`src/hdl/imwfe_pkg.sv`:
```
package imwfe_pkg;

    localparam int SAMPLE_W   = 16;
    localparam int FRAC_W     = 8;
    localparam int MAX_WINDOW = 1024;
    localparam int COUNT_W    = 11;
    localparam int SUM_W      = 26;
    localparam int SQ_W       = 41;
    localparam int PEAK_W     = 32;
    localparam int FEAT_W     = 24;
    localparam int NUM_AXES   = 3;
    localparam int AXIS_W     = 2;

    localparam int IN_DATA_W  = NUM_AXES * SAMPLE_W;
    localparam int OUT_USED_W = 3 * NUM_AXES * FEAT_W + FEAT_W + COUNT_W;
    localparam int OUT_DATA_W = ((OUT_USED_W + 7) / 8) * 8;
    localparam int OUT_PAD_W  = OUT_DATA_W - OUT_USED_W;

    // Back-end arithmetic widths
    localparam int MAG_W      = SUM_W;
    localparam int PROD_W     = COUNT_W + SQ_W;
    localparam int DIV_W      = SQ_W + 2 * FRAC_W;
    localparam int RAD_W      = PROD_W + 2 * FRAC_W;
    localparam int ROOT_W     = RAD_W / 2;
    localparam int DIV_CNT_W  = $clog2(DIV_W);
    localparam int ROOT_CNT_W = $clog2(ROOT_W);
    localparam int MUL_CNT_W  = $clog2(COUNT_W);

    localparam int FIFO_DEPTH = 2;
    localparam int FIFO_PTR_W = 1;
    localparam int FIFO_CNT_W = 2;

    // One closed window as handed from the accumulator to the feature engine
    typedef struct packed {
        logic [NUM_AXES-1:0][SUM_W-1:0] sum;
        logic [NUM_AXES-1:0][SQ_W-1:0]  sq;
        logic [PEAK_W-1:0]              peak;
        logic [COUNT_W-1:0]             count;
    } win_t;

endpackage

```
`src/hdl/imwfe_front.sv`:
```
module imwfe_front
(
    input  logic                               clk,
    input  logic                               rst_n,
    input  logic                               s_tvalid,
    output logic                               s_tready,
    input  logic [imwfe_pkg::IN_DATA_W-1:0]    s_tdata,
    input  logic                               s_tlast,
    output logic                               win_valid,
    input  logic                               win_ready,
    output imwfe_pkg::win_t                    win
);

    logic                                                        p_valid_reg, p_valid_next;
    logic                                                        p_last_reg;
    logic signed [imwfe_pkg::NUM_AXES-1:0][imwfe_pkg::SAMPLE_W-1:0] p_smp_reg;
    logic [imwfe_pkg::NUM_AXES-1:0][imwfe_pkg::PEAK_W-1:0]       p_sq_reg;

    logic [imwfe_pkg::NUM_AXES-1:0][imwfe_pkg::SUM_W-1:0]        sum_reg, sum_next, sum_add;
    logic [imwfe_pkg::NUM_AXES-1:0][imwfe_pkg::SQ_W-1:0]         sq_reg, sq_next, sq_add;
    logic [imwfe_pkg::PEAK_W-1:0]                                peak_reg, peak_next, peak_add;
    logic [imwfe_pkg::COUNT_W-1:0]                               cnt_reg, cnt_next, cnt_add;
    logic [imwfe_pkg::PEAK_W-1:0]                                resultant;
    logic                                                        close;
    logic                                                        fire;

    // Square stage
    always_ff @(posedge clk or negedge rst_n)
    begin
        if (!rst_n)
        begin
            p_valid_reg <= 1'b0;
        end
        else
        begin
            p_valid_reg <= p_valid_next;
        end
    end

    always_ff @(posedge clk)
    begin
        if (s_tready && s_tvalid)
        begin
            p_last_reg <= s_tlast;
            for (int a = 0; a < imwfe_pkg::NUM_AXES; a++)
            begin
                p_smp_reg[a] <= signed'(s_tdata[a*imwfe_pkg::SAMPLE_W +: imwfe_pkg::SAMPLE_W]);
                p_sq_reg[a]  <= imwfe_pkg::PEAK_W'(
                    signed'(s_tdata[a*imwfe_pkg::SAMPLE_W +: imwfe_pkg::SAMPLE_W]) *
                    signed'(s_tdata[a*imwfe_pkg::SAMPLE_W +: imwfe_pkg::SAMPLE_W]));
            end
        end
    end

    // Accumulate stage
    always_comb
    begin
        for (int a = 0; a < imwfe_pkg::NUM_AXES; a++)
        begin
            // Sign-extend the sample; an element select alone reads as unsigned
            sum_add[a] = sum_reg[a] + imwfe_pkg::SUM_W'(signed'(p_smp_reg[a]));
            sq_add[a]  = sq_reg[a] + imwfe_pkg::SQ_W'(p_sq_reg[a]);
        end
        resultant = p_sq_reg[0] + p_sq_reg[1] + p_sq_reg[2];
        peak_add  = (resultant > peak_reg) ? resultant : peak_reg;
        cnt_add   = cnt_reg + imwfe_pkg::COUNT_W'(1);
        close     = p_last_reg || (cnt_add == imwfe_pkg::COUNT_W'(imwfe_pkg::MAX_WINDOW));
        fire      = p_valid_reg && (!close || win_ready);
        s_tready  = !p_valid_reg || fire;
        win_valid = p_valid_reg && close;

        p_valid_next = s_tready ? s_tvalid : p_valid_reg;

        sum_next  = sum_reg;
        sq_next   = sq_reg;
        peak_next = peak_reg;
        cnt_next  = cnt_reg;
        if (fire)
        begin
            if (close)
            begin
                sum_next  = '0;
                sq_next   = '0;
                peak_next = '0;
                cnt_next  = '0;
            end
            else
            begin
                sum_next  = sum_add;
                sq_next   = sq_add;
                peak_next = peak_add;
                cnt_next  = cnt_add;
            end
        end

        win.sum   = sum_add;
        win.sq    = sq_add;
        win.peak  = peak_add;
        win.count = cnt_add;
    end

    always_ff @(posedge clk or negedge rst_n)
    begin
        if (!rst_n)
        begin
            sum_reg  <= '0;
            sq_reg   <= '0;
            peak_reg <= '0;
            cnt_reg  <= '0;
        end
        else
        begin
            sum_reg  <= sum_next;
            sq_reg   <= sq_next;
            peak_reg <= peak_next;
            cnt_reg  <= cnt_next;
        end
    end

endmodule

```
`config.mk`:
```
export PLATFORM = sky130hd
export DESIGN_NAME = imwfe_front
export DESIGN_NICKNAME = d
export VERILOG_FILES = /design/src/hdl/imwfe_pkg.sv /design/src/hdl/imwfe_front.sv
export SDC_FILE = /design/constraint.sdc
export NUM_CORES = 2
export LEC_CHECK = 0
export BUFFER_PORTS_ARGS = -buffer_cell sky130_fd_sc_hd__buf_2
export CAP_MARGIN = 20
export CORE_UTILIZATION = 58
export DETAILED_ROUTE_END_ITERATION = 8
export GPL_TIMING_DRIVEN = 0
export PLACE_DENSITY_LB_ADDON = 0.08
export SLEW_MARGIN = 25
export SYNTH_ARGS = -nofsm -noshare
export SYNTH_HDL_FRONTEND = slang
export SYNTH_SLANG_ARGS = --single-unit
```
`constraint.sdc`:
```
create_clock -name clk -period 6.3 [get_ports clk]
set_input_delay 0.945 -clock clk [delete_from_list [all_inputs] [get_ports clk]]
set_output_delay 0.945 -clock clk [all_outputs]
set_load 0.1 [all_outputs]
```
==> reports/metrics.csv <==
stage;metric;value;unit
setup_path;max_stage_delay;0.54;ns
flow_run;cap_viol_max_count;0;
final_layout;nets;6978;
yosys;synth.ff_latch_count;384;
route;detail_route.wl_per_cell;20.4;um
setup_path;slowest_stage;fa_1;
route;drc;0;
route;dr.pass1.iters;5;
setup_path;worstSetupPathType;flop to output pin;
yosys;ys_types;75;
setup_path;path_cells;fa_1, ha_4, a21oi_4, o21a_1, nor4_2, o211ai_1, buf_4, a211oi_2, buf_4, o2111ai_4, nand3b_1, a21oi_2, xnor2_2, ha_1, nand4_1, nor4_4, nand4_1, o31ai_1, a21o_2, buf_12, clkbuf_16, mux2_4, buf_12;
min_path;min_path_type;primary input to asynchronous set/reset pin;
placement;dpl_cell_area;54700;um2
final_layout;final_cell_mix;inv_1 (1,004), fa_1 (709), ha_1 (470), nand2_1 (317), buf_2 (267);
sta;hold_ws;0.199;ns
setup_path;crit_fanout;5;
grt;track_usage;31.7;%
floorplanning;core-area;86900;um2
clocking;cts_tree;built;
clocking;htreeDepth;2;
sta;post-route-period-util;108;%
run_status;status;finished with violations;
yosys;synth_edf_count;139;
yosys;syn_avg_cell_area;9.80;um2
run_status;violations;setup timing;
setup_path;critPathArrivalTime;5.85;ns
route;antenna_left;0;
route;drt_iter0_markers;2334;
clocking;numClockSinks;384;
floorplanning;dieArea;89100;um2
floorplanning;core.rowCount;108;
setup_path;setup.worst_path.end_class;output pin;
floorplanning;die_w;298;um
yosys;synth-async-reset-ratio;63.8;%
setup_path;cp.buffers_inverters;5;
yosys;yosysWarnings;0;
grt;grt_pass1_vias;39300;
sta;fmax;0.147;GHz
final_layout;areaGrowthSynthToFinish;17.3;%
route;drt_wl_total;141000;um
yosys;seq_area_frac_synth;20.2;%
sta;slew_viol_final;0;
clocking;root_buffer;clkbuf_16;
final_layout;final_cell_count_no_fill;6884;
setup_path;start_kind;flop;
route;vias_per_cell;5.64;
yosys;synth_cells;5198;
final_layout;largest_reg_flops;123;
floorplanning;initial_core_util;58.7;%
route;route.vias.total;38900;
clocking;clk_pin_slew;0.06;ns
final_layout;finish.utilization;68.8;%
yosys;syn_area;51000;um2
sta;finalHoldViolCount;0;
floorplanning;die_y;298;um
sta;fin_crit;6.79;ns
grt;grt_max_degree;85;
grt;antenna_found_initial;4;
sta;grt_setup_unrepaired;true;
placement;gp_congestion;0.958;
placement;dp_hpwl;114000;um
sta;setup_slack;-0.491;ns
yosys;synthFlopType;dfrtp_1;
floorplanning;ioPinCount;299;
setup_path;required;5.35;ns
grt;grt_pass1_wl;218000;um
sta;max_slew_margin;29.3;%
placement;placed_cells_incl_taps;6657;
setup_path;cp_top_family;adder cells;
clocking;insertion_delay;0.62;ns
clocking;clk_path_buf_depth;3;
final_layout;final_common_cell;inv_1;
sta;skew;0.0318;ns
placement;port_buffers;298;
sta;tightestPinTransition;1.06;ns
sta;setup_viol;35;
final_layout;final_cell_area;59800;um2
clocking;numCtsBuffers;49;
grt;gr-total-overflow;0;
final_layout;drive_above_1_share;16.3;%
yosys;synth_fp_nets;6487;
## metrics by stage
step,setup TNS (ns),worst slack (ns)
2_1_floorplan,-0.961,-0.357
3_3_place_gp,-245.26,-1.45
3_5_place_dp,-77.20,-1.49
4_1_cts,-12.32,-0.423
5_1_grt,-23.34,-0.738
6_report,-13.90,-0.491
## path summary, 6_finish.rpt
check,start,to,slack [ns],depth (start not counted)
worst max-delay path,p_sq_reg[36],win[34],-0.49,23
worst min-delay path,rst_n,sum_reg[9],0.20,1
worst max register to register,p_sq_reg[36],peak_reg[23],0.40,25
worst min register to register,sum_reg[50],sum_reg[50],0.50,1
max in group asynchronous,rst_n,sum_reg[72],5.27,2
min in group clk,sum_reg[50],sum_reg[50],0.50,1
## per-layer routing
layer,global-route usage (%),vias up,routed length [um]
met2,49.9,1240,64300
met3,6.27,241,11800
met5,0,-,0
li1,-,18000,-
met1,44.0,19400,58900
met4,10.6,0,5520
## cell type report
class                           count  area, um2
Clock buffer                       65       1340
Tap cell                         1155       1450
Timing Repair Buffer              444       3630
Fill cell                        6785      27100
Buffer                            138       1360
Inverter                         1032       3920
Antenna cell                        2       5.00
Clock inverter                     24        303
Multi-Input combinational cell   3640      37500
Sequential cell                   384      10300
## synthesized netlist by cell type, types with 27 or more instances
cell type,n,share of area [%]
xor2_1,94,1.6
o21ai_0,145,1.4
dfrtp_1,245,12
ha_1,502,12
nand2b_1,48,0.59
and3_1,31,0.38
o21a_1,46,0.68
nor2b_1,36,0.44
nand4_1,28,0.34
nor2_1,237,1.7
o21bai_1,35,0.52
xnor2_1,251,4.3
buf_2,46,0.45
fa_1,734,29
and2_1,128,1.6
nor3_1,41,0.40
clkbuf_1,92,0.68
nand3_1,59,0.58
a22o_1,210,3.6
nand2_1,338,2.5
a21o_1,155,2.3
a211oi_1,27,0.40
edfxtp_1,139,8.2
a21oi_1,228,2.2
a31oi_1,32,0.39
inv_1,1031,7.6
mux2_2,29,0.64
## kinds of logic after synthesis
family / share of synthesized area, %
and+or+nand+nor: 9.45
buffers and inverters: 8.81
DFF: 20.2
muxes: 0.700
adders and majority gates: 41.2
AOI/OAI and AO/OA: 13.7
other: 0.00736
xor gates and xnor gates: 5.93
## timing repair
| item | in CTS | in global routing |
|---|---|---|
| pin swaps | 52 | 109 |
| gates cloned | 3 | 3 |
| setup endpoints to repair | 87 | 63 |
| gates resized for setup | 353 | 258 |
| hold buffers | 0 | 0 |
| setup buffers | 34 | 100 |
Power is not shown: default switching activity piles up to over one toggle a cycle in this logic, so the estimate is an artifact.
