[src/hdl/imwfe_pkg.sv]
package imwfe_pkg;

    localparam int SAMPLE_W   = 16;
    localparam int FRAC_W     = 8;
    localparam int MAX_WINDOW = 1024;
    localparam int COUNT_W    = 11;
    localparam int SUM_W      = 26;
    localparam int SQ_W       = 41;
    localparam int PEAK_W     = 32;
    localparam int FEAT_W     = 24;
    localparam int NUM_AXES   = 3;
    localparam int AXIS_W     = 2;

    localparam int IN_DATA_W  = NUM_AXES * SAMPLE_W;
    localparam int OUT_USED_W = 3 * NUM_AXES * FEAT_W + FEAT_W + COUNT_W;
    localparam int OUT_DATA_W = ((OUT_USED_W + 7) / 8) * 8;
    localparam int OUT_PAD_W  = OUT_DATA_W - OUT_USED_W;

    // Back-end arithmetic widths
    localparam int MAG_W      = SUM_W;
    localparam int PROD_W     = COUNT_W + SQ_W;
    localparam int DIV_W      = SQ_W + 2 * FRAC_W;
    localparam int RAD_W      = PROD_W + 2 * FRAC_W;
    localparam int ROOT_W     = RAD_W / 2;
    localparam int DIV_CNT_W  = $clog2(DIV_W);
    localparam int ROOT_CNT_W = $clog2(ROOT_W);
    localparam int MUL_CNT_W  = $clog2(COUNT_W);

    localparam int FIFO_DEPTH = 2;
    localparam int FIFO_PTR_W = 1;
    localparam int FIFO_CNT_W = 2;

    // One closed window as handed from the accumulator to the feature engine
    typedef struct packed {
        logic [NUM_AXES-1:0][SUM_W-1:0] sum;
        logic [NUM_AXES-1:0][SQ_W-1:0]  sq;
        logic [PEAK_W-1:0]              peak;
        logic [COUNT_W-1:0]             count;
    } win_t;

endpackage

[src/hdl/imwfe_fifo.sv]
module imwfe_fifo
(
    input  logic            clk,
    input  logic            rst_n,
    input  logic            push_valid,
    output logic            push_ready,
    input  imwfe_pkg::win_t push_data,
    output logic            pop_valid,
    input  logic            pop_ready,
    output imwfe_pkg::win_t pop_data
);

    imwfe_pkg::win_t                     mem_reg [imwfe_pkg::FIFO_DEPTH];
    logic [imwfe_pkg::FIFO_PTR_W-1:0]    wr_ptr_reg, wr_ptr_next;
    logic [imwfe_pkg::FIFO_PTR_W-1:0]    rd_ptr_reg, rd_ptr_next;
    logic [imwfe_pkg::FIFO_CNT_W-1:0]    cnt_reg, cnt_next;
    logic                                do_push, do_pop;

    always_comb
    begin
        push_ready  = (cnt_reg != imwfe_pkg::FIFO_CNT_W'(imwfe_pkg::FIFO_DEPTH));
        pop_valid   = (cnt_reg != '0);
        pop_data    = mem_reg[rd_ptr_reg];
        do_push     = push_valid && push_ready;
        do_pop      = pop_valid && pop_ready;
        wr_ptr_next = do_push ? wr_ptr_reg + imwfe_pkg::FIFO_PTR_W'(1) : wr_ptr_reg;
        rd_ptr_next = do_pop ? rd_ptr_reg + imwfe_pkg::FIFO_PTR_W'(1) : rd_ptr_reg;
        cnt_next    = cnt_reg + imwfe_pkg::FIFO_CNT_W'(do_push) - imwfe_pkg::FIFO_CNT_W'(do_pop);
    end

    always_ff @(posedge clk)
    begin
        if (do_push)
        begin
            mem_reg[wr_ptr_reg] <= push_data;
        end
    end

    always_ff @(posedge clk or negedge rst_n)
    begin
        if (!rst_n)
        begin
            wr_ptr_reg <= '0;
            rd_ptr_reg <= '0;
            cnt_reg    <= '0;
        end
        else
        begin
            wr_ptr_reg <= wr_ptr_next;
            rd_ptr_reg <= rd_ptr_next;
            cnt_reg    <= cnt_next;
        end
    end

endmodule

[config.mk]
export PLATFORM = sky130hd
export DESIGN_NAME = imwfe_fifo
export DESIGN_NICKNAME = d
export VERILOG_FILES = /design/src/hdl/imwfe_pkg.sv /design/src/hdl/imwfe_fifo.sv
export SDC_FILE = /design/constraint.sdc
export NUM_CORES = 1
export LEC_CHECK = 0
export ABC_AREA = 1
export BUFFER_PORTS_ARGS = -buffer_cell sky130_fd_sc_hd__buf_2
export CORE_MARGIN = 5
export CORE_UTILIZATION = 55
export CTS_CLUSTER_SIZE = 30
export DETAILED_ROUTE_END_ITERATION = 10
export GPL_TIMING_DRIVEN = 0
export PLACE_DENSITY = 0.93
export REMOVE_ABC_BUFFERS = 1
export SLEW_MARGIN = 25
export SYNTH_ARGS = -nofsm -noshare
export SYNTH_HDL_FRONTEND = slang
export SYNTH_SLANG_ARGS = --single-unit
export TNS_END_PERCENT = 30
[constraint.sdc]
create_clock -name clk -period 16.8 [get_ports clk]
set_input_delay 1.68 -clock clk [delete_from_list [all_inputs] [get_ports clk]]
set_output_delay 1.68 -clock clk [all_outputs]
set_load 0.02 [all_outputs]
==> results of run 1 <==
-- per-stage QoR --
step | cells | worst slack, ns | utilization | setup TNS [ns] | power (mW)
after detailed placement | 2216 | 12.88 | 0.6584 | 0 | 3.433
after global placement | 2187 | -0.9010 | 0.6362 | -427.58 | 3.538
after global routing | 2303 | 12.47 | 0.7021 | 0 | 4.607
final | 2303 | 12.57 | 0.7021 | 0 | 4.404
after floorplan | 1252 | 4.022 | - | 0 | 2.870
after CTS | 2299 | 12.60 | 0.7018 | 0 | 4.428
-- worst max-delay path, delay by kind of cell (launching register included) --
| kind | cells | cell delay, ns |
|---|---|---|
| buffers and inverters | 4 | 0.90 |
| flip-flops | 1 | 0.61 |
| AND/OR/NAND/NOR | 2 | 0.31 |
-- layout by cell type (no fill, tap or decap), types with 6 or more instances in the layout --
cell type,n
buf_2,493
buf_16,16
clkinv_2,6
clkinv_1,11
edfxtp_1,488
inv_1,7
nand2_1,741
buf_12,12
clkbuf_1,11
clkbuf_16,49
-- logic make-up after synthesis --
logic type / synth area share
fa+ha+maj: 0.0006945
buf+inv: 0.02320
xor+xnor: 0.0004863
compound gates: 0.0005551
flops: 0.8191
simple gates: 0.1560
-- layout make-up --
class                   instances  share of cell area
multi-input cells             752              0.1254
well taps                     442             0.02427
clock buffers                  60             0.05563
diodes                          4           0.0004393
clock inverters                23            0.006150
inverters                       8            0.001647
flip-flops and latches        492              0.6477
repair buffers                522              0.1388
-- power groups by stage --
stage	logic (mW)	clock network, mW	registers, mW
4_1_cts	1.69	0.991	1.75
3_5_place_dp	1.66	0	1.77
2_1_floorplan	0.946	0	1.92
3_3_place_gp	1.51	0	2.03
6_report	1.68	0.975	1.75
5_1_grt	1.79	1.04	1.77
-- cells in the mapped netlist, drive strengths merged --
cell type / count
a21oi: 1
buf: 53
clkbuf: 1
dfrtp: 4
edfxtp: 488
ha: 1
inv: 8
nand2: 741
nand3: 2
nor2: 5
o21ai: 1
xor2: 1
-- worst paths after layout --
check,cells past startpoint,startpoint,to
worst min register to register,1,cnt_reg[0]$_DFF_PN0_,cnt_reg[0]$_DFF_PN0_
max in group asynchronous,1,rst_n,rd_ptr_reg$_DFFE_PN0P_
min in group asynchronous,1,rst_n,rd_ptr_reg$_DFFE_PN0P_
worst max-delay path,6,rd_ptr_reg$_DFFE_PN0P_,pop_data[157]
worst max register to register,9,cnt_reg[0]$_DFF_PN0_,mem_reg[0][235]$_DFFE_PP_
worst min-delay path,1,cnt_reg[0]$_DFF_PN0_,cnt_reg[0]$_DFF_PN0_
-- layer usage --
metal | routed length [um] | share of wire
met1 | 15210 | 0.32
met2 | 24660 | 0.53
met3 | 4940 | 0.11
met5 | 76 | 0.0016
met4 | 1919 | 0.041
==> flow_summary.toml, run 1 <==
[outcome]
status = "finished clean"

[clocking]
post-cts-setup-buffers = 0
root_buffer = "clkbuf_16"
clk-insertion-delay-late_ns = 0.55
cts_tree = "built"
cts_max_level = 2
cts_resized = 0
postCtsHoldBufs = 0
cts_buffers = 46
cts_buffer_depth = 3
clock-sinks = 492
cts.clk_slew.worst_paths_ns = 0.06

[power_and_ir_drop]
power_density_nw_per_um2 = 193.3
power_switching_mw = 1.697
ir_drop_mv = 0.1411
p_leak_nw = 9.792
combinationalPowerShare = 0.381
swShare = 0.3854
power_frac_clock = 0.221
p_int_mw = 2.707
p_seq_frac = 0.398

[finish]
largest_reg_flops = 488
area_delta_synth_final_pct = 26.49
seq_area_um2 = 14760
fin_nets = 2071
nFillCells = 1932
drive_above_1_share = 0.3161
finalInstanceArea_um2 = 22790
multi_input_comb_area_um2 = 2856

[setup_path]
crit_type = "register to output port"
worstSetupEndpointType = "output port"
cpPeakStageDelay_ns = 0.61
arrival_ns = 2.55
rrSetupSlack_ns = 14.01
cp_common_cell = "nand2_1"
crit_path_max_fanout = 121
cp_slowest_cell = "dfrtp_4"
cp_cell_sequence = "buf_12, inv_8, buf_16, nand2_1, nand2_1, buf_2"
required_ns = 15.12
start_kind = "register"

[floorplanning]
dieWidth_um = 191.0
start_util = 0.5551
ios = 494
coreArea_um2 = 32450
dieArea_um2 = 36470
rows = 66
dieHeight_um = 191.0

[placed_design]
dp_hpwl_mm = 31.62
place_area_um2 = 21370
gp_congestion = 0.7673
port_buffers = 493

[grt]
met1_usage = 0.2760
grt_max_degree = 122
gr-usage-met2 = 0.4496
antenna_found_initial = 10
overflow = 0
grt_busiest_layer = "met2"
grt_pass1_wl_mm = 69.31
grt_util_met3 = 0.07779
grtUsageTotal = 0.2501
grt_pass1_vias = 12330

[sta]
finClkSkew_ns = 0.01597
fin_crit_ns = 4.228
timing.fmax_mhz = 236.5
hold_ws_ns = 0.6436
final_hold_viol_count = 0
slew_headroom = 0.5834
finalCritPeriodShare = 0.2517
rsz0062_at_grt = "no"
worst_pin_slew_ns = 0.6249
drv_slew = 0
setup_viol = 0

[min_path]
min_path_type = "register to register"

[flow_run]
cap_violations = 0

[synthesis]
synth_top_area_frac = 0.8135
synth_cell_types = 15
yosysTopAreaCell = "edfxtp_1"
yosysSeqAreaShare = 0.8191
syn_inst = 1306
syn-cell-area_um2 = 18010
ys_ff_latch = 492
synth_warnings = 0
synth.area.top_cells = "edfxtp_1, nand2_1, buf_4, buf_6, buf_2"
synth_area_per_cell_um2 = 13.79

[route]
wl_per_cell_um = 20.32
ant_nets = 0
drt_iter0_drc = 782
first_pass_iters = 6
routed_wl_mm = 46.80
via_per_inst = 5.234
routed-via-count = 12060
drc = 0
(Power assumes the default switching activity.)
==> inputs of run 2 (changes only) <==
--- a/config.mk
+++ b/config.mk
@@ -5,14 +5,14 @@
 export SDC_FILE = /design/constraint.sdc
 export NUM_CORES = 1
 export LEC_CHECK = 0
-export ABC_AREA = 1
+export ABC_AREA = 0
 export BUFFER_PORTS_ARGS = -buffer_cell sky130_fd_sc_hd__buf_2
 export CORE_MARGIN = 5
-export CORE_UTILIZATION = 55
+export CORE_UTILIZATION = 52
 export CTS_CLUSTER_SIZE = 30
 export DETAILED_ROUTE_END_ITERATION = 10
 export GPL_TIMING_DRIVEN = 0
-export PLACE_DENSITY = 0.93
+export PLACE_DENSITY = 0.89
 export REMOVE_ABC_BUFFERS = 1
 export SLEW_MARGIN = 25
 export SYNTH_ARGS = -nofsm -noshare
==> constraint.sdc (replaced) <==
create_clock -name clk -period 4.1 [get_ports clk]
set_input_delay 0.41 -clock clk [delete_from_list [all_inputs] [get_ports clk]]
set_output_delay 0.41 -clock clk [all_outputs]
set_load 0.02 [all_outputs]
==> flow_summary.toml, run 2 <==
[sta]
rsz0062_at_grt = "no"
setup_viol = 0
finalCritPeriodShare = 0.7297
drv_slew = 0
finClkSkew_ns = 0.01928
fin_crit_ns = 2.992
slew_headroom = 0.6004
timing.fmax_mhz = 334.3
worst_pin_slew_ns = 0.5995
final_hold_viol_count = 0

[power_and_ir_drop]
combinationalPowerShare = 0.353
ir_drop_mv = 0.6735
p_seq_frac = 0.416
power_switching_mw = 5.669
power_frac_clock = 0.231
power.total_mw = 17.32
p_int_mw = 11.65
power_density_nw_per_um2 = 756.6
swShare = 0.3274
p_leak_nw = 8.692

[setup_path]
worstSetupEndpointType = "output port"
cp_common_cell = "buf_16"
crit_type = "register to output port"
start_kind = "register"
arrival_ns = 2.58
cp_slowest_cell = "dfrtp_4"
required_ns = 3.69
crit_path_max_fanout = 45
cp_cell_sequence = "buf_16, buf_16, mux2_2, buf_2"
cpPeakStageDelay_ns = 0.80

[synthesis]
synthFlopType = "edfxtp_1"
synth_edf_count = 488
synth_area_per_cell_um2 = 23.06
async_flop_share = 0.008130
yosysTopAreaCell = "edfxtp_1"
syn_inst = 781
synth_cell_types = 20
ys_ff_latch = 492
yosysSeqAreaShare = 0.8193
synth_warnings = 0
synth_top_area_frac = 0.8137
synth_common_cells = "edfxtp_1, mux2_2, mux2_4"
yosysMostFrequentCell = "edfxtp_1"
syn-cell-area_um2 = 18010
synth.area.top_cells = "edfxtp_1, mux2_2, mux2_4, dfrtp_1, buf_4"

[grt]
grtUsageTotal = 0.2045
grt_max_degree = 49
grt_pass1_wl_mm = 60.36
overflow = 0
antenna_found_initial = 6
grt_pass1_vias = 10350

[placed_design]
dp_hpwl_mm = 28.79
gp_congestion = 0.8502
port_buffers = 493

[finish]
final_util = 0.6659
fin_nets = 1570
final_cell_mix = "buf_2, edfxtp_1, mux2_2"
area_delta_synth_final_pct = 27.10
nFillCells = 2159
final_common_cell = "buf_2"
largest_reg_flops = 488
drive_above_1_share = 0.6081

[route]
routed_wl_mm = 40.44
drt_iter0_drc = 400
first_pass_iters = 4
drc = 0
wl_per_cell_um = 22.27
routed-via-count = 9449
ant_nets = 0
via_per_inst = 5.203

[floorplanning]
ios = 494
start_util = 0.5239
dieArea_um2 = 38450
rows = 68
dieHeight_um = 196.1
coreArea_um2 = 34370
dieWidth_um = 196.1

[clocking]
cts_max_level = 2
cts.clk_slew.worst_paths_ns = 0.06
cts_buffers = 48
cts_buffer_depth = 3
cts_resized = 0
clock-sinks = 492
root_buffer = "clkbuf_16"
clk-insertion-delay-late_ns = 0.55
post-cts-setup-buffers = 0
cts_tree = "built"
postCtsHoldBufs = 1

[outcome]
status = "finished clean"

[min_path]
min_path_type = "input pin to register"

[flow_run]
cap_violations = 0
-- run 2: cell types whose count changed after synthesis, moves of 2 or more --
| cell | delta |
|---|---|
| buf_4 | -9 |
| mux2_4 | +50 |
| nand2_1 | -739 |
| buf_2 | -12 |
| nor2_1 | -2 |
| mux2_2 | +194 |
| inv_1 | -7 |
| xnor2_1 | +3 |
| buf_6 | -5 |
-- run 2: final timing paths --
check / start / end / slack (ns) / cells past startpoint
setup / recovery: rd_ptr_reg$_DFFE_PN0P_ / pop_data[75] / 1.11 / 4
hold / removal: push_data[43] / mem_reg[1][43]$_DFFE_PP_ / 0.05 / 1
setup reg to reg: cnt_reg[0]$_DFF_PN0_ / mem_reg[1][243]$_DFFE_PP_ / 1.87 / 4
hold reg to reg: wr_ptr_reg$_DFFE_PN0P_ / wr_ptr_reg$_DFFE_PN0P_ / 0.57 / 1
max in group asynchronous: rst_n / rd_ptr_reg$_DFFE_PN0P_ / 3.73 / 2
min in group asynchronous: rst_n / rd_ptr_reg$_DFFE_PN0P_ / 0.24 / 2
-- run 2: routing by layer --
layer / part of all wire / vias to the layer above / GRT usage
met3: 0.087 / 103 / 0.06406
met1: 0.35 / 4724 / 0.2284
met2: 0.53 / 401 / 0.3701
li1: - / 4219 / -
met5: 0.00025 / - / 0
met4: 0.034 / 2 / 0.07189
-- run 2: power by group through the flow --
stage	logic, mW	registers [mW]	clock network, mW
floorplan	3.05	7.54	0
detailed placement	6.14	7.31	0
global placement	3.32	7.22	0
CTS	6.18	7.22	4.09
global route	6.41	7.30	4.32
finish	6.11	7.21	4.00
-- run 2: layout make-up --
class	count	area, um^2	share of cell area
clock buffer	69	1301	0.05685
multi-input combinational	262	3067	0.1340
timing repair buffer	517	3068	0.1340
tap	455	569.3	0.02487
sequential	492	14760	0.6448
clock inverter	15	110.1	0.004811
antenna	6	15.01	0.0006560
-- run 2: logic make-up after synthesis --
family / count (synthesis) / share of synthesized area
AO/OA/AOI/OAI: 4 / 0.001737
XOR/XNOR: 3 / 0.001459
adder cells (fa/ha/maj): 1 / 0.0006947
buffers and inverters: 27 / 0.01112
flip-flops: 492 / 0.8193
multiplexers: 244 / 0.1630
AND/OR/NAND/NOR: 10 / 0.002710
-- run 2: metrics by stage --
stage               TNS (ns)  hold slack, ns  setup WS (ns)  instances  area (um^2)
global placement    -5891.61          0.2176         -12.70       1702        20850
CTS                        0         0.01305          1.061       1810        22870
global route               0         0.02417          1.014       1814        22880
detailed placement         0          0.2243          1.662       1725        21450
floorplan           -3332.66          0.1144         -7.665        754        17810
finish                     0         0.04784          1.108       1816        22890
-- run 2: critical path, delay by kind of cell (launching register included) --
family | cells | cell delay, ns
DFF | 1 | 0.80
buffers and inverters | 3 | 0.76
muxes | 1 | 0.41
