==> src/hdl/imwfe_pkg.sv <==
package imwfe_pkg;

    localparam int SAMPLE_W   = 16;
    localparam int FRAC_W     = 8;
    localparam int MAX_WINDOW = 1024;
    localparam int COUNT_W    = 11;
    localparam int SUM_W      = 26;
    localparam int SQ_W       = 41;
    localparam int PEAK_W     = 32;
    localparam int FEAT_W     = 24;
    localparam int NUM_AXES   = 3;
    localparam int AXIS_W     = 2;

    localparam int IN_DATA_W  = NUM_AXES * SAMPLE_W;
    localparam int OUT_USED_W = 3 * NUM_AXES * FEAT_W + FEAT_W + COUNT_W;
    localparam int OUT_DATA_W = ((OUT_USED_W + 7) / 8) * 8;
    localparam int OUT_PAD_W  = OUT_DATA_W - OUT_USED_W;

    // Back-end arithmetic widths
    localparam int MAG_W      = SUM_W;
    localparam int PROD_W     = COUNT_W + SQ_W;
    localparam int DIV_W      = SQ_W + 2 * FRAC_W;
    localparam int RAD_W      = PROD_W + 2 * FRAC_W;
    localparam int ROOT_W     = RAD_W / 2;
    localparam int DIV_CNT_W  = $clog2(DIV_W);
    localparam int ROOT_CNT_W = $clog2(ROOT_W);
    localparam int MUL_CNT_W  = $clog2(COUNT_W);

    localparam int FIFO_DEPTH = 2;
    localparam int FIFO_PTR_W = 1;
    localparam int FIFO_CNT_W = 2;

    // One closed window as handed from the accumulator to the feature engine
    typedef struct packed {
        logic [NUM_AXES-1:0][SUM_W-1:0] sum;
        logic [NUM_AXES-1:0][SQ_W-1:0]  sq;
        logic [PEAK_W-1:0]              peak;
        logic [COUNT_W-1:0]             count;
    } win_t;

endpackage

==> src/hdl/imwfe_div.sv <==
module imwfe_div
(
    input  logic                              clk,
    input  logic                              rst_n,
    input  logic                              start,
    input  logic [imwfe_pkg::DIV_W-1:0]       dividend,
    input  logic [imwfe_pkg::COUNT_W-1:0]     divisor,
    output logic                              done,
    output logic [imwfe_pkg::DIV_W-1:0]       quotient,
    output logic                              rem_nonzero
);

    logic                                 busy_reg, busy_next;
    logic                                 done_reg, done_next;
    logic [imwfe_pkg::DIV_CNT_W-1:0]      cnt_reg, cnt_next;
    logic [imwfe_pkg::DIV_W-1:0]          num_reg, num_next;
    logic [imwfe_pkg::COUNT_W-1:0]        rem_reg, rem_next;
    logic [imwfe_pkg::COUNT_W-1:0]        den_reg, den_next;
    logic [imwfe_pkg::COUNT_W:0]          trial, diff;
    logic                                 ge;

    // Restoring division, one quotient bit per cycle
    always_comb
    begin
        trial     = {rem_reg, num_reg[imwfe_pkg::DIV_W-1]};
        ge        = trial >= {1'b0, den_reg};
        diff      = trial - {1'b0, den_reg};
        busy_next = busy_reg;
        done_next = 1'b0;
        cnt_next  = cnt_reg;
        num_next  = num_reg;
        rem_next  = rem_reg;
        den_next  = den_reg;
        if (start)
        begin
            busy_next = 1'b1;
            cnt_next  = '0;
            num_next  = dividend;
            rem_next  = '0;
            den_next  = divisor;
        end
        else if (busy_reg)
        begin
            num_next = {num_reg[imwfe_pkg::DIV_W-2:0], ge};
            rem_next = ge ? diff[imwfe_pkg::COUNT_W-1:0] : trial[imwfe_pkg::COUNT_W-1:0];
            cnt_next = cnt_reg + imwfe_pkg::DIV_CNT_W'(1);
            if (cnt_reg == imwfe_pkg::DIV_CNT_W'(imwfe_pkg::DIV_W - 1))
            begin
                busy_next = 1'b0;
                done_next = 1'b1;
            end
        end
        done        = done_reg;
        quotient    = num_reg;
        rem_nonzero = (rem_reg != '0);
    end

    always_ff @(posedge clk or negedge rst_n)
    begin
        if (!rst_n)
        begin
            busy_reg <= 1'b0;
            done_reg <= 1'b0;
            cnt_reg  <= '0;
        end
        else
        begin
            busy_reg <= busy_next;
            done_reg <= done_next;
            cnt_reg  <= cnt_next;
        end
    end

    always_ff @(posedge clk)
    begin
        num_reg <= num_next;
        rem_reg <= rem_next;
        den_reg <= den_next;
    end

endmodule

==> src/hdl/imwfe_sqrt.sv <==
module imwfe_sqrt
(
    input  logic                            clk,
    input  logic                            rst_n,
    input  logic                            start,
    input  logic [imwfe_pkg::RAD_W-1:0]     radicand,
    output logic                            done,
    output logic [imwfe_pkg::ROOT_W-1:0]    root
);

    logic                                 busy_reg, busy_next;
    logic                                 done_reg, done_next;
    logic [imwfe_pkg::ROOT_CNT_W-1:0]     cnt_reg, cnt_next;
    logic [imwfe_pkg::RAD_W-1:0]          rad_reg, rad_next;
    logic [imwfe_pkg::ROOT_W+1:0]         rem_reg, rem_next;
    logic [imwfe_pkg::ROOT_W-1:0]         root_reg, root_next;
    logic [imwfe_pkg::ROOT_W+1:0]         rem_sh, trial;
    logic                                 ge;

    // Digit-by-digit root, one bit pair per cycle
    always_comb
    begin
        rem_sh    = {rem_reg[imwfe_pkg::ROOT_W-1:0], rad_reg[imwfe_pkg::RAD_W-1 -: 2]};
        trial     = {root_reg, 2'b01};
        ge        = rem_sh >= trial;
        busy_next = busy_reg;
        done_next = 1'b0;
        cnt_next  = cnt_reg;
        rad_next  = rad_reg;
        rem_next  = rem_reg;
        root_next = root_reg;
        if (start)
        begin
            busy_next = 1'b1;
            cnt_next  = '0;
            rad_next  = radicand;
            rem_next  = '0;
            root_next = '0;
        end
        else if (busy_reg)
        begin
            rad_next  = {rad_reg[imwfe_pkg::RAD_W-3:0], 2'b00};
            rem_next  = ge ? rem_sh - trial : rem_sh;
            root_next = {root_reg[imwfe_pkg::ROOT_W-2:0], ge};
            cnt_next  = cnt_reg + imwfe_pkg::ROOT_CNT_W'(1);
            if (cnt_reg == imwfe_pkg::ROOT_CNT_W'(imwfe_pkg::ROOT_W - 1))
            begin
                busy_next = 1'b0;
                done_next = 1'b1;
            end
        end
        done = done_reg;
        root = root_reg;
    end

    always_ff @(posedge clk or negedge rst_n)
    begin
        if (!rst_n)
        begin
            busy_reg <= 1'b0;
            done_reg <= 1'b0;
            cnt_reg  <= '0;
        end
        else
        begin
            busy_reg <= busy_next;
            done_reg <= done_next;
            cnt_reg  <= cnt_next;
        end
    end

    always_ff @(posedge clk)
    begin
        rad_reg  <= rad_next;
        rem_reg  <= rem_next;
        root_reg <= root_next;
    end

endmodule

==> src/hdl/imwfe_back.sv <==
module imwfe_back
(
    input  logic                               clk,
    input  logic                               rst_n,
    input  logic                               win_valid,
    output logic                               win_pop,
    input  imwfe_pkg::win_t                    win,
    output logic                               m_tvalid,
    input  logic                               m_tready,
    output logic [imwfe_pkg::OUT_DATA_W-1:0]   m_tdata
);

    localparam logic [3:0] S_IDLE     = 4'd0;
    localparam logic [3:0] S_MEAN     = 4'd1;
    localparam logic [3:0] S_MUL      = 4'd2;
    localparam logic [3:0] S_SUB      = 4'd3;
    localparam logic [3:0] S_STD_ROOT = 4'd4;
    localparam logic [3:0] S_STD_DIV  = 4'd5;
    localparam logic [3:0] S_RMS_DIV  = 4'd6;
    localparam logic [3:0] S_RMS_ROOT = 4'd7;
    localparam logic [3:0] S_PEAK     = 4'd8;
    localparam logic [3:0] S_DONE     = 4'd9;

    localparam logic [imwfe_pkg::AXIS_W-1:0] LAST_AXIS = imwfe_pkg::AXIS_W'(imwfe_pkg::NUM_AXES - 1);

    logic [3:0]                                          state_reg, state_next;
    logic [imwfe_pkg::AXIS_W-1:0]                        axis_reg, axis_next, ax;
    logic [imwfe_pkg::MUL_CNT_W-1:0]                     mcnt_reg, mcnt_next;
    logic [imwfe_pkg::PROD_W-1:0]                        acc_reg, acc_next;
    logic [imwfe_pkg::PROD_W-1:0]                        sumsq_reg, sumsq_next;
    logic [imwfe_pkg::NUM_AXES-1:0][imwfe_pkg::FEAT_W-1:0] mean_reg, mean_next;
    logic [imwfe_pkg::NUM_AXES-1:0][imwfe_pkg::FEAT_W-1:0] std_reg, std_next;
    logic [imwfe_pkg::NUM_AXES-1:0][imwfe_pkg::FEAT_W-1:0] rms_reg, rms_next;
    logic [imwfe_pkg::FEAT_W-1:0]                        peak_reg, peak_next;
    logic                                                out_valid_reg, out_valid_next;
    logic [imwfe_pkg::OUT_DATA_W-1:0]                    out_data_reg, out_data_next;

    logic [imwfe_pkg::SUM_W-1:0]                         sum_ax, sum_cur;
    logic [imwfe_pkg::MAG_W-1:0]                         mag_ax, mag_cur;
    logic [imwfe_pkg::SQ_W-1:0]                          sq_cur;
    logic [imwfe_pkg::DIV_W-1:0]                         ceil_q, mean_val;
    logic [imwfe_pkg::PROD_W-1:0]                        dev;

    logic                                                div_start, div_done, div_rnz;
    logic [imwfe_pkg::DIV_W-1:0]                         div_dividend, div_q;
    logic                                                sqrt_start, sqrt_done;
    logic [imwfe_pkg::RAD_W-1:0]                         sqrt_radicand;
    logic [imwfe_pkg::ROOT_W-1:0]                        sqrt_root;

    imwfe_div u_div
    (
        .clk         (clk),
        .rst_n       (rst_n),
        .start       (div_start),
        .dividend    (div_dividend),
        .divisor     (win.count),
        .done        (div_done),
        .quotient    (div_q),
        .rem_nonzero (div_rnz)
    );

    imwfe_sqrt u_sqrt
    (
        .clk      (clk),
        .rst_n    (rst_n),
        .start    (sqrt_start),
        .radicand (sqrt_radicand),
        .done     (sqrt_done),
        .root     (sqrt_root)
    );

    always_comb
    begin
        // Axis whose mean division starts this cycle
        if (state_reg == S_IDLE)
        begin
            ax = '0;
        end
        else if (state_reg == S_RMS_ROOT && axis_reg != LAST_AXIS)
        begin
            ax = axis_reg + imwfe_pkg::AXIS_W'(1);
        end
        else
        begin
            ax = axis_reg;
        end
        sum_ax  = win.sum[ax];
        mag_ax  = sum_ax[imwfe_pkg::SUM_W-1] ? (~sum_ax + imwfe_pkg::MAG_W'(1)) : sum_ax;
        sum_cur = win.sum[axis_reg];
        mag_cur = sum_cur[imwfe_pkg::SUM_W-1] ? (~sum_cur + imwfe_pkg::MAG_W'(1)) : sum_cur;
        sq_cur  = win.sq[axis_reg];

        // Floor of a negative quotient rounds the magnitude up
        ceil_q   = div_q + imwfe_pkg::DIV_W'(div_rnz);
        mean_val = sum_cur[imwfe_pkg::SUM_W-1] ? (~ceil_q + imwfe_pkg::DIV_W'(1)) : div_q;
        dev      = acc_reg - sumsq_reg;

        state_next     = state_reg;
        axis_next      = axis_reg;
        mcnt_next      = mcnt_reg;
        acc_next       = acc_reg;
        sumsq_next     = sumsq_reg;
        mean_next      = mean_reg;
        std_next       = std_reg;
        rms_next       = rms_reg;
        peak_next      = peak_reg;
        out_valid_next = out_valid_reg && !m_tready;
        out_data_next  = out_data_reg;
        win_pop        = 1'b0;
        div_start      = 1'b0;
        div_dividend   = imwfe_pkg::DIV_W'({mag_ax, {imwfe_pkg::FRAC_W{1'b0}}});
        sqrt_start     = 1'b0;
        sqrt_radicand  = {dev, {(2*imwfe_pkg::FRAC_W){1'b0}}};

        unique case (state_reg)
            S_IDLE:
            begin
                if (win_valid)
                begin
                    div_start  = 1'b1;
                    axis_next  = '0;
                    state_next = S_MEAN;
                end
            end
            S_MEAN:
            begin
                if (div_done)
                begin
                    mean_next[axis_reg] = mean_val[imwfe_pkg::FEAT_W-1:0];
                    sumsq_next = imwfe_pkg::PROD_W'(mag_cur * mag_cur);
                    acc_next   = '0;
                    mcnt_next  = '0;
                    state_next = S_MUL;
                end
            end
            S_MUL:
            begin
                // Shift-add n * sum of squares, one bit of n per cycle
                if (win.count[mcnt_reg])
                begin
                    acc_next = acc_reg + (imwfe_pkg::PROD_W'(sq_cur) << mcnt_reg);
                end
                mcnt_next = mcnt_reg + imwfe_pkg::MUL_CNT_W'(1);
                if (mcnt_reg == imwfe_pkg::MUL_CNT_W'(imwfe_pkg::COUNT_W - 1))
                begin
                    state_next = S_SUB;
                end
            end
            S_SUB:
            begin
                sqrt_start = 1'b1;
                state_next = S_STD_ROOT;
            end
            S_STD_ROOT:
            begin
                if (sqrt_done)
                begin
                    div_start    = 1'b1;
                    div_dividend = imwfe_pkg::DIV_W'(sqrt_root);
                    state_next   = S_STD_DIV;
                end
            end
            S_STD_DIV:
            begin
                if (div_done)
                begin
                    std_next[axis_reg] = div_q[imwfe_pkg::FEAT_W-1:0];
                    div_start    = 1'b1;
                    div_dividend = {sq_cur, {(2*imwfe_pkg::FRAC_W){1'b0}}};
                    state_next   = S_RMS_DIV;
                end
            end
            S_RMS_DIV:
            begin
                if (div_done)
                begin
                    sqrt_start    = 1'b1;
                    sqrt_radicand = imwfe_pkg::RAD_W'(div_q);
                    state_next    = S_RMS_ROOT;
                end
            end
            S_RMS_ROOT:
            begin
                if (sqrt_done)
                begin
                    rms_next[axis_reg] = sqrt_root[imwfe_pkg::FEAT_W-1:0];
                    if (axis_reg == LAST_AXIS)
                    begin
                        sqrt_start    = 1'b1;
                        sqrt_radicand = imwfe_pkg::RAD_W'({win.peak,
                                                            {(2*imwfe_pkg::FRAC_W){1'b0}}});
                        state_next    = S_PEAK;
                    end
                    else
                    begin
                        div_start  = 1'b1;
                        axis_next  = ax;
                        state_next = S_MEAN;
                    end
                end
            end
            S_PEAK:
            begin
                if (sqrt_done)
                begin
                    peak_next  = sqrt_root[imwfe_pkg::FEAT_W-1:0];
                    state_next = S_DONE;
                end
            end
            S_DONE:
            begin
                if (!out_valid_reg || m_tready)
                begin
                    out_valid_next = 1'b1;
                    out_data_next  = {{imwfe_pkg::OUT_PAD_W{1'b0}}, win.count, peak_reg,
                                      rms_reg[2], std_reg[2], mean_reg[2],
                                      rms_reg[1], std_reg[1], mean_reg[1],
                                      rms_reg[0], std_reg[0], mean_reg[0]};
                    win_pop        = 1'b1;
                    state_next     = S_IDLE;
                end
            end
            default:
            begin
                state_next = S_IDLE;
            end
        endcase

        m_tvalid = out_valid_reg;
        m_tdata  = out_data_reg;
    end

    always_ff @(posedge clk or negedge rst_n)
    begin
        if (!rst_n)
        begin
            state_reg     <= S_IDLE;
            axis_reg      <= '0;
            mcnt_reg      <= '0;
            out_valid_reg <= 1'b0;
        end
        else
        begin
            state_reg     <= state_next;
            axis_reg      <= axis_next;
            mcnt_reg      <= mcnt_next;
            out_valid_reg <= out_valid_next;
        end
    end

    always_ff @(posedge clk)
    begin
        acc_reg      <= acc_next;
        sumsq_reg    <= sumsq_next;
        mean_reg     <= mean_next;
        std_reg      <= std_next;
        rms_reg      <= rms_next;
        peak_reg     <= peak_next;
        out_data_reg <= out_data_next;
    end

endmodule

==> config.mk <==
export PLATFORM = sky130hd
export DESIGN_NAME = imwfe_back
export DESIGN_NICKNAME = d
export VERILOG_FILES = /design/src/hdl/imwfe_pkg.sv /design/src/hdl/imwfe_div.sv /design/src/hdl/imwfe_sqrt.sv /design/src/hdl/imwfe_back.sv
export SDC_FILE = /design/constraint.sdc
export NUM_CORES = 2
export LEC_CHECK = 0
export ABC_CLOCK_PERIOD_IN_PS = 65200
export BUFFER_PORTS_ARGS = -buffer_cell sky130_fd_sc_hd__buf_2
export CAP_MARGIN = 20
export CELL_PAD_IN_SITES_DETAIL_PLACEMENT = 1
export CELL_PAD_IN_SITES_GLOBAL_PLACEMENT = 1
export CORE_MARGIN = 4
export CORE_UTILIZATION = 50
export CTS_BUF_LIST = sky130_fd_sc_hd__clkbuf_16
export DETAILED_ROUTE_END_ITERATION = 7
export PLACE_DENSITY_LB_ADDON = 0.25
export SYNTH_ARGS = -nofsm -noshare
export SYNTH_HDL_FRONTEND = slang
export SYNTH_SLANG_ARGS = --single-unit
==> constraint.sdc <==
create_clock -name clk -period 65.2 [get_ports clk]
set_input_delay 16.3 -clock clk [delete_from_list [all_inputs] [get_ports clk]]
set_output_delay 16.3 -clock clk [all_outputs]
set_load 0.02 [all_outputs]
==> flow_summary.json <==
{
  "clock_tree_from_tritoncts": "built",
  "startpoint_type": "primary input",
  "clock.fmax_ghz": 0.0295,
  "die_area_um2": 129000,
  "route.detailed.drc": 0,
  "detail-route-antenna-nets": 0,
  "crit_path_frequent_cell": "sky130_fd_sc_hd__buf_2",
  "largest_reg_flops": 251,
  "clk_latency_ps": 720,
  "htreeDepth": 3,
  "synthTopCellsByArea": "sky130_fd_sc_hd__edfxtp_1 (35%), sky130_fd_sc_hd__fa_1 (17%), sky130_fd_sc_hd__ha_1 (7.1%), sky130_fd_sc_hd__inv_1 (5.4%), sky130_fd_sc_hd__mux2i_1 (3.9%)",
  "postCtsResizedCells": 0,
  "synthesis.area_um2": 61900,
  "first_global_vias": 50828,
  "dr.pass1.iters": 6,
  "min_path_type": "reg -> reg",
  "worst-slew-pin-transition_ps": 1270,
  "crit_path_cell_trace": "buf_2, inv_1, a21oi_4, buf_4, buf_2",
  "route.detailed.vias_per_inst": 5.92,
  "grt_use_met2_pct": 53.7,
  "seq_area_frac_synth_pct": 39.1,
  "most_instantiated_flip_flop_cell_in_the_synthesis_netlist": "sky130_fd_sc_hd__edfxtp_1",
  "detail_route.wl_per_cell_um": 25.7,
  "buffer_ports.inserted": 500,
  "ys_seq_elements": 836,
  "outcome": "complete, no violations",
  "grt_util_met1_pct": 39.1,
  "globalRoute.totalOverflow": 0,
  "clk_pin_slew_worst_paths_ps": 60,
  "dp_hpwl_mm": 157,
  "total_cts_buffers": 89,
  "finalCritPeriodShare_pct": 52.0,
  "cp_max_stage_cell": "sky130_fd_sc_hd__buf_4",
  "endpoint_kind": "output port",
  "post-synth-top-area-cell": "sky130_fd_sc_hd__edfxtp_1",
  "dieWidth_um": 360,
  "yosys-top-cells-count": "sky130_fd_sc_hd__inv_1 (888), sky130_fd_sc_hd__edfxtp_1 (730), sky130_fd_sc_hd__fa_1 (515)",
  "post-cts-setup-buffers": 0,
  "report.final.hold_viol_count": 0,
  "chipHeight_um": 360,
  "rows": 128,
  "timing.setup.critical_path_class": "in -> out",
  "final.setup_skew_ps": 63.0,
  "cp_data_arrival_time_ps": 17580,
  "globalplace.congestion": 0.928,
  "yosysMostFrequentCell": "sky130_fd_sc_hd__inv_1",
  "finalSetupViolations": 0,
  "final.min_clock_period_ps": 33880,
  "asyncSetResetFlopFracSynth_pct": 3.23,
  "grt_first_pass_wirelength_mm": 310,
  "initial_antenna_violation_count": 26,
  "slew-limit-headroom_pct": 14.4,
  "boundaryPins": 506,
  "floorplan.initialDensity_pct": 50.6,
  "max_cap_viol_count": 0,
  "synth_edf_count": 730,
  "total_global_routing_track_utilization_pct": 31.3,
  "worst_path_fanout_max": 50,
  "synth.distinct_cells": 101,
  "final_net_count": 7413,
  "yosysWarningCount": 0,
  "setup_repair_after_global_routing_missed_its_margin": "false",
  "grt_busiest_layer": "met2",
  "finalMaxSlewViolations": 0,
  "drive_gt1_share_pct": 13.4,
  "netlist_instances": 5835,
  "dr_total_vias": 47478,
  "drt_iter0_drc": 4220,
  "globalRouteMet3Util_pct": 4.98,
  "cts_max_path_buffers": 3,
  "core_region_area_um2": 122000,
  "clk_root_buffer_cell": "sky130_fd_sc_hd__clkbuf_16",
  "grt_max_degree": 82,
  "synth_top_area_share_pct": 35.4,
  "post_synth.cell_area_avg_um2": 10.6,
  "drt_total_wl_mm": 206,
  "critPathMaxStageDelay_ps": 560,
  "worst-endpoint-required_ps": 48900,
  "clock_sink_count": 836,
  "fin_tns_setup_ps": 0,
  "ctsHoldBuffers": 0,
  "synthToLayoutAreaGrowth_pct": 12.1
}
logic make-up (layout without fill, tap and decap cells):
logic type	count (synthesis)	in the layout	share of synthesized area, %
other	2	47	0.0121
adders and majority gates	866	866	23.8
and+or+nand+nor	1329	1329	9.74
xor gates and xnor gates	264	264	3.76
muxes	265	265	4.56
AOI/OAI and AO/OA	1121	1121	11.9
DFF	836	836	39.1
buffers and inverters	1152	1666	7.18
critical path, delay by kind of cell:
kind                   cells  cell delay, ps
buffers and inverters      4            1030
AOI/OAI and AO/OA          1             210
through the flow:
step           hold WS (ps)  worst slack, ps  cells  area (um2)  util (%)
6_report                398            31320   8019       69400      56.7
5_1_grt                 418            31230   8009       69300      56.7
4_1_cts                 400            31300   7993       69300      56.6
3_5_place_dp            405            31330   7829       66300      54.2
3_3_place_gp            400            31330   7826       66300      54.2
2_1_floorplan           400            20230   5858       61900         -
final cells by class:
cell class,count,area [um2]
repair buffers,601,3280
inverters,901,3380
flip-flops and latches,836,24200
diodes,22,55.1
clock buffers,92,2300
clock inverters,72,648
fillers,13341,53000
well taps,1625,2030
multi-input cells,3870,33500
layer usage:
layer	up-vias	routed length, um
li1	20892	-
met1	24100	80100
met2	1996	101000
met3	484	15100
met4	6	10100
met5	-	28
layout by cell type (no fill, tap or decap), types with 24 or more instances in the layout:
cell type,netlist,layout
sky130_fd_sc_hd__edfxtp_1,730,730
sky130_fd_sc_hd__o21a_1,28,28
sky130_fd_sc_hd__nand2b_1,25,25
sky130_fd_sc_hd__a22o_1,49,49
sky130_fd_sc_hd__nand2_1,456,454
sky130_fd_sc_hd__conb_1,2,25
sky130_fd_sc_hd__a21oi_1,271,269
sky130_fd_sc_hd__ha_1,351,351
sky130_fd_sc_hd__fa_1,515,515
sky130_fd_sc_hd__buf_4,10,96
sky130_fd_sc_hd__clkbuf_16,0,92
sky130_fd_sc_hd__xnor2_1,163,158
sky130_fd_sc_hd__nor2_1,474,472
sky130_fd_sc_hd__and3_1,41,39
sky130_fd_sc_hd__o211ai_1,30,30
sky130_fd_sc_hd__buf_2,32,500
sky130_fd_sc_hd__xor2_1,99,97
sky130_fd_sc_hd__a22oi_1,24,24
sky130_fd_sc_hd__a31oi_1,37,36
sky130_fd_sc_hd__o21bai_1,36,36
sky130_fd_sc_hd__a211oi_1,41,41
sky130_fd_sc_hd__nand3_1,68,68
sky130_fd_sc_hd__nand4_1,35,35
sky130_fd_sc_hd__nor3_1,64,63
sky130_fd_sc_hd__and2_1,25,24
sky130_fd_sc_hd__mux2i_1,238,238
sky130_fd_sc_hd__inv_1,888,901
sky130_fd_sc_hd__dfxtp_1,79,79
sky130_fd_sc_hd__o31ai_1,30,30
sky130_fd_sc_hd__clkinv_1,4,24
sky130_fd_sc_hd__a21o_1,91,91
sky130_fd_sc_hd__a222oi_1,34,34
sky130_fd_sc_hd__o21ai_0,279,275
final timing paths:
path / startpoint / end / slack, ps / depth (start not counted)
worst max-delay path: m_tready / win_pop / 31320 / 5
worst min register to register: mean_reg[10] / m_tdata[10] / 400 / 0
worst max register to register: axis_reg[1] / sumsq_reg[32] / 52720 / 35
min in group asynchronous: rst_n / u_div.cnt_reg[1] / 15680 / 1
worst min-delay path: mean_reg[10] / m_tdata[10] / 400 / 0
max in group asynchronous: rst_n / mcnt_reg[1] / 48920 / 1
Power is not shown: default switching activity piles up to over one toggle a cycle in this logic, so the estimate is an artifact.
